## config.mk

```make
export PLATFORM = sky130hd
export DESIGN_NAME = size_class_slot_allocator_unit
export DESIGN_NICKNAME = d
export VERILOG_FILES = /design/src/hdl/scsa_pkg.sv /design/src/hdl/size_class_slot_allocator_unit.sv
export SDC_FILE = /design/constraint.sdc
export NUM_CORES = 2
export LEC_CHECK = 0
export BUFFER_PORTS_ARGS = -buffer_cell sky130_fd_sc_hd__buf_2
export CAP_MARGIN = 0
export CORE_MARGIN = 4
export CORE_UTILIZATION = 51
export CTS_CLUSTER_DIAMETER = 120
export DETAILED_ROUTE_END_ITERATION = 8
export PLACE_DENSITY = 0.67
export SYNTH_ARGS = -nofsm -noshare
export SYNTH_HDL_FRONTEND = slang
export SYNTH_SLANG_ARGS = --single-unit
```

## constraint.sdc

```tcl
create_clock -name clk_i -period 13.5 [get_ports clk_i]
set_clock_uncertainty 0.1 [all_clocks]
set_input_delay 4.05 -clock clk_i [delete_from_list [all_inputs] [get_ports clk_i]]
set_output_delay 4.05 -clock clk_i [all_outputs]
set_load 0.01 [all_outputs]
```

## src/hdl/scsa_pkg.sv

```systemverilog
package scsa_pkg;

  // Pool dimensions.
  localparam int unsigned NUM_CLASSES = 4;
  localparam int unsigned MAX_SLOTS   = 64;

  // Number of class register sets held by the configuration port.
  localparam int unsigned CFG_CLASSES = 4;

  // Field widths.
  localparam int unsigned SLOT_W = 6;
  localparam int unsigned CNT_W  = 7;
  localparam int unsigned SIZE_W = 32;
  localparam int unsigned ADDR_W = 5;
  localparam int unsigned DATA_W = 32;
  localparam int unsigned CLS_W  = (NUM_CLASSES > 1) ? $clog2(NUM_CLASSES) : 1;

  typedef logic [SLOT_W-1:0] slot_t;
  typedef logic [CNT_W-1:0]  cnt_t;
  typedef logic [SIZE_W-1:0] size_t;
  typedef logic [CLS_W-1:0]  cls_t;

  // Result status codes.
  typedef enum logic [1:0] {
    ST_OK        = 2'd0,
    ST_TOO_LARGE = 2'd1,
    ST_NO_FREE   = 2'd2,
    ST_INVALID   = 2'd3
  } status_e;

  // Request kinds.
  typedef enum logic {
    REQ_ALLOC = 1'b0,
    REQ_FREE  = 1'b1
  } req_type_e;

  // Register map, word index.
  typedef enum logic [2:0] {
    REG_SIZE_0  = 3'd0,
    REG_SIZE_1  = 3'd1,
    REG_SIZE_2  = 3'd2,
    REG_SIZE_3  = 3'd3,
    REG_COUNT_0 = 3'd4,
    REG_COUNT_1 = 3'd5,
    REG_COUNT_2 = 3'd6,
    REG_COUNT_3 = 3'd7
  } reg_idx_e;

endpackage

```

## src/hdl/size_class_slot_allocator_unit.sv

```systemverilog
// Size-class slot allocator. Each item is an allocate or a free request and
// gives exactly one result item carrying a status, the granted slot id and
// the total free count. A new item is taken every cycle while the result
// channel does not stall; each item sits in the input register, where the
// class search, the stack pointer update and the single free-stack memory
// access are done, and then in the output register, so the sustained rate is
// one item per cycle when nothing stalls.
// Any configuration write, like reset, rebuilds the pool at once: per-entry
// valid bits stand in for the initial ascending stack contents, so there is no
// clearing pass and an item may follow in the very next cycle.
module size_class_slot_allocator_unit (
  input  logic                         clk_i,
  input  logic                         rst_ni,
  // Request channel
  input  logic                         in_valid_i,
  output logic                         in_stall_o,
  input  logic                         req_type_i,
  input  logic [scsa_pkg::SIZE_W-1:0]  request_size_i,
  input  logic [scsa_pkg::SLOT_W-1:0]  slot_to_free_i,
  // Result channel
  output logic                         out_valid_o,
  input  logic                         out_stall_i,
  output logic [1:0]                   status_o,
  output logic [scsa_pkg::SLOT_W-1:0]  granted_slot_o,
  output logic [scsa_pkg::CNT_W-1:0]   free_slots_o,
  // Configuration port
  input  logic                         psel,
  input  logic                         penable,
  input  logic                         pwrite,
  input  logic [scsa_pkg::ADDR_W-1:0]  paddr,
  input  logic [scsa_pkg::DATA_W-1:0]  pwdata,
  output logic [scsa_pkg::DATA_W-1:0]  prdata,
  output logic                         pready
);

  // Configuration registers and derived class layout.
  scsa_pkg::size_t size_q  [scsa_pkg::CFG_CLASSES];
  scsa_pkg::size_t size_d  [scsa_pkg::CFG_CLASSES];
  scsa_pkg::cnt_t  count_q [scsa_pkg::CFG_CLASSES];
  scsa_pkg::cnt_t  count_d [scsa_pkg::CFG_CLASSES];
  scsa_pkg::cnt_t  base_q  [scsa_pkg::NUM_CLASSES];
  scsa_pkg::cnt_t  base_d  [scsa_pkg::NUM_CLASSES];
  scsa_pkg::cnt_t  len_q   [scsa_pkg::NUM_CLASSES];
  scsa_pkg::cnt_t  len_d   [scsa_pkg::NUM_CLASSES];
  scsa_pkg::cnt_t  total_q;
  scsa_pkg::cnt_t  total_d;

  logic               cfg_we;
  scsa_pkg::reg_idx_e cfg_idx;

  // Allocator state.
  scsa_pkg::cnt_t               top_q [scsa_pkg::NUM_CLASSES];
  scsa_pkg::cnt_t               free_total_q;
  scsa_pkg::cnt_t               free_total_d;
  scsa_pkg::slot_t              mem_q [scsa_pkg::MAX_SLOTS];
  logic [scsa_pkg::MAX_SLOTS-1:0] valid_q;
  logic [scsa_pkg::MAX_SLOTS-1:0] flags_q;
  logic [scsa_pkg::MAX_SLOTS-1:0] flags_d;
  logic                         pend_q;

  // Input register.
  logic            a_valid_q;
  logic            a_type_q;
  scsa_pkg::size_t a_size_q;
  scsa_pkg::slot_t a_id_q;

  // Output register.
  logic              b_valid_q;
  scsa_pkg::status_e b_status_q;
  scsa_pkg::cnt_t    b_free_q;
  scsa_pkg::slot_t   rd_q;

  // Request evaluation.
  logic              advance;
  logic              in_accept;
  logic              fits_any;
  logic              pop_found;
  scsa_pkg::cls_t    pop_cls;
  scsa_pkg::cnt_t    pop_top;
  scsa_pkg::slot_t   pop_addr;
  logic              free_ok;
  logic              flag_eff;
  scsa_pkg::cls_t    free_cls;
  logic              push_ok;
  scsa_pkg::slot_t   push_addr;
  logic              do_pop;
  logic              do_push;
  logic              do_free;
  scsa_pkg::status_e status_d;

  // Configuration port decode; pready is tied high.
  assign pready  = 1'b1;
  assign cfg_we  = psel & penable & pwrite;
  assign cfg_idx = scsa_pkg::reg_idx_e'(paddr[4:2]);

  always_comb begin
    size_d  = size_q;
    count_d = count_q;
    if (cfg_we) begin
      unique case (cfg_idx)
        scsa_pkg::REG_SIZE_0:  size_d[0]  = pwdata;
        scsa_pkg::REG_SIZE_1:  size_d[1]  = pwdata;
        scsa_pkg::REG_SIZE_2:  size_d[2]  = pwdata;
        scsa_pkg::REG_SIZE_3:  size_d[3]  = pwdata;
        scsa_pkg::REG_COUNT_0: count_d[0] = pwdata[scsa_pkg::CNT_W-1:0];
        scsa_pkg::REG_COUNT_1: count_d[1] = pwdata[scsa_pkg::CNT_W-1:0];
        scsa_pkg::REG_COUNT_2: count_d[2] = pwdata[scsa_pkg::CNT_W-1:0];
        scsa_pkg::REG_COUNT_3: count_d[3] = pwdata[scsa_pkg::CNT_W-1:0];
      endcase
    end
  end

  // Register read-back.
  always_comb begin
    unique case (cfg_idx)
      scsa_pkg::REG_SIZE_0:  prdata = size_q[0];
      scsa_pkg::REG_SIZE_1:  prdata = size_q[1];
      scsa_pkg::REG_SIZE_2:  prdata = size_q[2];
      scsa_pkg::REG_SIZE_3:  prdata = size_q[3];
      scsa_pkg::REG_COUNT_0: prdata = {{(scsa_pkg::DATA_W-scsa_pkg::CNT_W){1'b0}}, count_q[0]};
      scsa_pkg::REG_COUNT_1: prdata = {{(scsa_pkg::DATA_W-scsa_pkg::CNT_W){1'b0}}, count_q[1]};
      scsa_pkg::REG_COUNT_2: prdata = {{(scsa_pkg::DATA_W-scsa_pkg::CNT_W){1'b0}}, count_q[2]};
      scsa_pkg::REG_COUNT_3: prdata = {{(scsa_pkg::DATA_W-scsa_pkg::CNT_W){1'b0}}, count_q[3]};
    endcase
  end

  // Class layout from the new counts, clipped so the pool never exceeds its size.
  always_comb begin
    scsa_pkg::cnt_t acc;
    scsa_pkg::cnt_t room;
    acc = '0;
    for (int c = 0; c < int'(scsa_pkg::NUM_CLASSES); c++) begin
      room      = scsa_pkg::CNT_W'(scsa_pkg::MAX_SLOTS) - acc;
      base_d[c] = acc;
      len_d[c]  = (count_d[c] > room) ? room : count_d[c];
      acc       = acc + len_d[c];
    end
    total_d = acc;
  end

  always_ff @(posedge clk_i or negedge rst_ni) begin
    if (!rst_ni) begin
      for (int c = 0; c < int'(scsa_pkg::CFG_CLASSES); c++) begin
        size_q[c]  <= '0;
        count_q[c] <= '0;
      end
      for (int c = 0; c < int'(scsa_pkg::NUM_CLASSES); c++) begin
        base_q[c] <= '0;
        len_q[c]  <= '0;
      end
      total_q <= '0;
    end else if (cfg_we) begin
      size_q  <= size_d;
      count_q <= count_d;
      base_q  <= base_d;
      len_q   <= len_d;
      total_q <= total_d;
    end
  end

  // Handshake: the input register moves on whenever the output register is free.
  assign advance    = a_valid_q & (~b_valid_q | ~out_stall_i);
  assign in_stall_o = a_valid_q & ~advance;
  assign in_accept  = in_valid_i & ~in_stall_o;

  always_ff @(posedge clk_i or negedge rst_ni) begin
    if (!rst_ni) begin
      a_valid_q <= 1'b0;
    end else if (in_accept) begin
      a_valid_q <= 1'b1;
    end else if (advance) begin
      a_valid_q <= 1'b0;
    end
  end

  always_ff @(posedge clk_i) begin
    if (in_accept) begin
      a_type_q <= req_type_i;
      a_size_q <= request_size_i;
      a_id_q   <= slot_to_free_i;
    end
  end

  // Allocate: first fitting class, then the first non-empty class from there on.
  always_comb begin
    logic seen;
    seen      = 1'b0;
    pop_found = 1'b0;
    pop_cls   = '0;
    for (int c = 0; c < int'(scsa_pkg::NUM_CLASSES); c++) begin
      if (size_q[c] >= a_size_q) begin
        seen = 1'b1;
      end
      if (seen && (top_q[c] != '0) && !pop_found) begin
        pop_found = 1'b1;
        pop_cls   = scsa_pkg::CLS_W'(c);
      end
    end
    fits_any = seen;
  end

  assign pop_top  = top_q[pop_cls] - scsa_pkg::CNT_W'(1);
  assign pop_addr = scsa_pkg::SLOT_W'(base_q[pop_cls] + pop_top);

  // Free: range and allocated-mark check, with the mark of the grant still in
  // flight forwarded from the output register.
  assign flag_eff = flags_q[a_id_q] | (pend_q & (rd_q == a_id_q));
  assign free_ok  = ({1'b0, a_id_q} < total_q) & flag_eff;

  always_comb begin
    free_cls = '0;
    for (int c = int'(scsa_pkg::NUM_CLASSES) - 1; c >= 0; c--) begin
      if (({1'b0, a_id_q} >= base_q[c]) && ({1'b0, a_id_q} < base_q[c] + len_q[c])) begin
        free_cls = scsa_pkg::CLS_W'(c);
      end
    end
  end

  assign push_ok   = top_q[free_cls] < len_q[free_cls];
  assign push_addr = scsa_pkg::SLOT_W'(base_q[free_cls] + top_q[free_cls]);

  assign do_pop  = advance & (a_type_q == scsa_pkg::REQ_ALLOC) & fits_any & pop_found;
  assign do_free = advance & (a_type_q == scsa_pkg::REQ_FREE) & free_ok;
  assign do_push = do_free & push_ok;

  // Status and free count of the result.
  always_comb begin
    free_total_d = free_total_q;
    if (a_type_q == scsa_pkg::REQ_ALLOC) begin
      if (!fits_any) begin
        status_d = scsa_pkg::ST_TOO_LARGE;
      end else if (!pop_found) begin
        status_d = scsa_pkg::ST_NO_FREE;
      end else begin
        status_d = scsa_pkg::ST_OK;
        if (free_total_q != '0) begin
          free_total_d = free_total_q - scsa_pkg::CNT_W'(1);
        end
      end
    end else begin
      if (!free_ok) begin
        status_d = scsa_pkg::ST_INVALID;
      end else begin
        status_d = scsa_pkg::ST_OK;
        if (push_ok) begin
          free_total_d = free_total_q + scsa_pkg::CNT_W'(1);
        end
      end
    end
  end

  // Stack pointers and free count; a configuration write rebuilds them.
  always_ff @(posedge clk_i or negedge rst_ni) begin
    if (!rst_ni) begin
      for (int c = 0; c < int'(scsa_pkg::NUM_CLASSES); c++) begin
        top_q[c] <= '0;
      end
      free_total_q <= '0;
    end else if (cfg_we) begin
      top_q        <= len_d;
      free_total_q <= total_d;
    end else if (advance) begin
      if (do_pop) begin
        top_q[pop_cls] <= pop_top;
      end
      if (do_push) begin
        top_q[free_cls] <= top_q[free_cls] + scsa_pkg::CNT_W'(1);
      end
      free_total_q <= free_total_d;
    end
  end

  // Entry valid bits: an entry never pushed to holds its own index.
  always_ff @(posedge clk_i or negedge rst_ni) begin
    if (!rst_ni) begin
      valid_q <= '0;
    end else if (cfg_we) begin
      valid_q <= '0;
    end else if (do_push) begin
      valid_q[push_addr] <= 1'b1;
    end
  end

  // Free-stack memory with registered read; the read register is the granted id.
  always_ff @(posedge clk_i) begin
    if (do_push) begin
      mem_q[push_addr] <= a_id_q;
    end
    if (advance) begin
      if (do_pop) begin
        rd_q <= valid_q[pop_addr] ? mem_q[pop_addr] : pop_addr;
      end else begin
        rd_q <= '0;
      end
    end
  end

  // Allocated marks; a grant is marked through the pend_q register, a free clears
  // at once and wins over a grant mark of the same id.
  always_comb begin
    flags_d = flags_q;
    if (pend_q) begin
      flags_d[rd_q] = 1'b1;
    end
    if (do_free) begin
      flags_d[a_id_q] = 1'b0;
    end
  end

  always_ff @(posedge clk_i or negedge rst_ni) begin
    if (!rst_ni) begin
      flags_q <= '0;
      pend_q  <= 1'b0;
    end else if (cfg_we) begin
      flags_q <= '0;
      pend_q  <= 1'b0;
    end else begin
      flags_q <= flags_d;
      pend_q  <= do_pop;
    end
  end

  // Output register.
  always_ff @(posedge clk_i or negedge rst_ni) begin
    if (!rst_ni) begin
      b_valid_q <= 1'b0;
    end else if (advance) begin
      b_valid_q <= 1'b1;
    end else if (!out_stall_i) begin
      b_valid_q <= 1'b0;
    end
  end

  always_ff @(posedge clk_i) begin
    if (advance) begin
      b_status_q <= status_d;
      b_free_q   <= free_total_d;
    end
  end

  assign out_valid_o    = b_valid_q;
  assign status_o       = b_status_q;
  assign granted_slot_o = rd_q;
  assign free_slots_o   = b_free_q;

endmodule

```

==> impl_metrics.toml <==
[final_layout]
drive_gt1_share_pct = 24.12
fin_util_pct = 59.15
multiInputGateArea_mm2 = 0.01924
layout_common_cells = "438 x edfxtp_1, 370 x dfrtp_1, 298 x nor2_1"
final_common_cell = "edfxtp_1"
syn_to_final_growth_pct = 15.00
seq_area_mm2 = 0.02241
nNetsFinal = 3949
fillers = 6457

[clock_network]
cts_max_path_buffers = 3
cts.sinks = 808
htreeDepth = 3
cts.clk_slew.worst_paths_ns = 0.06
cts_tree = "done"
cts_hold_buf = 0
cts_made_buffers = 87
insertion_delay_ns = 0.67
clock-root-buffer = "clkbuf_16"

[placement]
place_congestion = 0.9697
port_buffers = 129
place_ws_ns = -0.8274
detailed_place_hpwl_mm = 78.27

[timing]
period_share_pct = 97.21
hold_violations = 0
worst_slack_ns = 0.3761
period_needed_ns = 13.12
report.final.slew_viol_count = 0
rsz0062_at_grt = "true"
max_freq_mhz = 76.20
tightest_slew_ns = 1.205
finalSetupViolCount = 0
relSlewSlack_pct = 19.70

[logic_synthesis]
ys_types = 87
ys.warnings.count = 0
yosys.area_share.simple_pct = 9.362
synthCells = 3377
synth_ff_type = "edfxtp_1"
ys_seq_area_share_pct = 53.06
synthArstFlopShare_pct = 45.79
synth_top_family_by_area = "multiplexers"
synth_nets = 3715
synth_compound_area_share_pct = 10.38
synthMuxAreaShare_pct = 15.07
synthAdderAreaFrac_pct = 7.697
synth_seq_cells = 808
avgSynthCellArea_um2 = 12.51
synth_edf_count = 438
synthXorXnorAreaFrac_pct = 1.703
syn_area_mm2 = 0.04223

[setup_path]
required_ns = 13.92
worst_r2r_path_depth = 52
end_kind = "flip-flop"
cp_max_fo = 7
worstSetupPathType = "input port to flip-flop"
cp.arrival_ns = 13.55
max_stage_delay_ns = 0.59
slowest_stage = "or4_4"
crit_path_start_kind = "input port"

[route]
vias = 29060
wl_per_cell_um = 24.14
wirelength_mm = 115.0
initialDrtViolationCount = 2760
viasPerCell = 6.102
route.detailed.drc = 0
drtAntennaViolNets = 0
drt_first_pass_iters = 6

[floorplanning]
die_area_mm2 = 0.08748
die_h_um = 295.8
initial_core_util_pct = 51.44
boundaryPins = 133
core_mm2 = 0.08211
placementRows = 105
die_w_um = 295.8

[run_status]
status = "complete, no violations"

[global_routing]
grt_pass1_wl_mm = 176.2
antenna_found_initial = 7
groute.usage.overall_pct = 26.38
grt_pass1_vias = 28560
grt-ovfl-total = 0
grt_max_degree = 164

[hold_path]
hold_path_class = "flip-flop to flip-flop"
whs_path_depth = 1

[run]
maxCapViolCount = 0
## cells in the mapped netlist, types with 6 or more instances
library cell | instances | share of area, %
a2111oi_0 | 8 | 0.17
a211oi_1 | 24 | 0.43
a21o_1 | 39 | 0.69
a21oi_1 | 206 | 2.4
a221o_1 | 6 | 0.14
a221oi_1 | 16 | 0.33
a22oi_1 | 13 | 0.23
a31oi_1 | 13 | 0.19
and2_1 | 18 | 0.27
and3_1 | 10 | 0.15
and4_1 | 7 | 0.15
buf_1 | 33 | 0.29
clkbuf_1 | 114 | 1.0
dfrtp_1 | 370 | 22
edfxtp_1 | 438 | 31
fa_1 | 8 | 0.38
ha_1 | 247 | 7.3
inv_1 | 145 | 1.3
mux2_2 | 176 | 4.7
mux2i_1 | 60 | 1.4
mux4_2 | 167 | 8.9
nand2_1 | 217 | 1.9
nand2b_1 | 31 | 0.46
nand3_1 | 43 | 0.51
nand3b_1 | 7 | 0.12
nand4_1 | 18 | 0.27
nor2_1 | 300 | 2.7
nor2b_1 | 45 | 0.67
nor3_1 | 102 | 1.2
nor3b_1 | 11 | 0.20
nor4_1 | 15 | 0.22
o211ai_1 | 21 | 0.37
o21a_1 | 81 | 1.4
o21ai_0 | 132 | 1.6
o21ai_1 | 7 | 0.083
o21bai_1 | 12 | 0.21
o221ai_1 | 10 | 0.21
o22ai_1 | 23 | 0.34
or2_2 | 8 | 0.12
or3_1 | 7 | 0.10
or4_1 | 7 | 0.12
xnor2_1 | 47 | 0.97
xor2_1 | 30 | 0.62
## worst paths after layout
path                                          from                           to  slack, ns
max in group asynchronous                   rst_ni      valid_q[29]$_DFFE_PN0P_       8.51
min                          a_valid_q$_DFFE_PN0P_      out_valid_o$_DFFE_PN0P_       0.38
max                                       paddr[2]  free_total_q[6]$_DFFE_PN0P_       0.38
max reg2reg                count_q[24]$_DFFE_PN0N_  free_total_q[6]$_DFFE_PN0P_       3.31
min reg2reg                  a_valid_q$_DFFE_PN0P_      out_valid_o$_DFFE_PN0P_       0.38
min in group asynchronous                   rst_ni       total_q[3]$_DFFE_PN0N_       3.30
## metrics by stage
| step | setup TNS (ns) | instances | cell area, µm² | hold WS [ns] |
|---|---|---|---|---|
| final | 0 | 4762 | 48570 | 0.3753 |
| after floorplan | -2.057 | 3377 | 42490 | 0.3463 |
| after global placement | -4.361 | 4582 | 45170 | 0.3667 |
| after global routing | -0.8273 | 4759 | 48560 | 0.3982 |
| after CTS | 0 | 4746 | 48180 | 0.3750 |
| after detailed placement | -6.342 | 4582 | 45170 | 0.3728 |
## registers in the layout (all words and copies together), names as in the netlist, 2 cells and up
| register | cells |
|---|---|
| a_id_q | 6 |
| a_size_q | 32 |
| base_q | 14 |
| count_q | 28 |
| flags_q | 64 |
| free_slots_o | 7 |
| free_total_q | 7 |
| granted_slot_o | 6 |
| len_q | 27 |
| mem_q | 384 |
| size_q | 128 |
| status_o | 2 |
| top_q | 28 |
| total_q | 7 |
| valid_q | 64 |
## critical path, delay by kind of cell
kind	cells	cell delay [ns]
compound gates	19	2.95
fa+ha+maj	10	2.65
simple gates	9	1.70
xor+xnor	4	0.74
mux	3	0.73
buf+inv	9	0.71
## cell type report
type	instances	share of cell area, %
multi-input cells	2270	39.61
diodes	6	0.03091
inverters	146	1.128
flip-flops and latches	808	46.14
well taps	1070	2.756
clock inverters	46	1.180
clock buffers	118	5.016
repair buffers	298	4.132
## logic make-up after synthesis
group	Yosys count
buffers and inverters	299
multiplexers	404
flip-flops	808
XOR/XNOR	79
AO/OA/AOI/OAI	676
AND/OR/NAND/NOR	855
adder cells (fa/ha/maj)	255
other	1
## metal layers
metal | vias to the layer above | wire length [µm] | track usage [%]
li1 | 13190 | - | -
met4 | 4 | 3889 | 8.487
met5 | - | 27 | 0
met3 | 209 | 8037 | 4.299
met2 | 1089 | 52490 | 40.98
met1 | 14570 | 50520 | 38.44
## repair_timing
item / in CTS / in global routing
gates resized for setup: 2 / 58
endpoints found under the setup margin: 4 / 12
buffers inserted: 0 / 10
pin swaps: 0 / 38
Power is left out: the tool's default activity adds up to more than one toggle a clock period on the data nets, which glitch-free logic cannot reach.
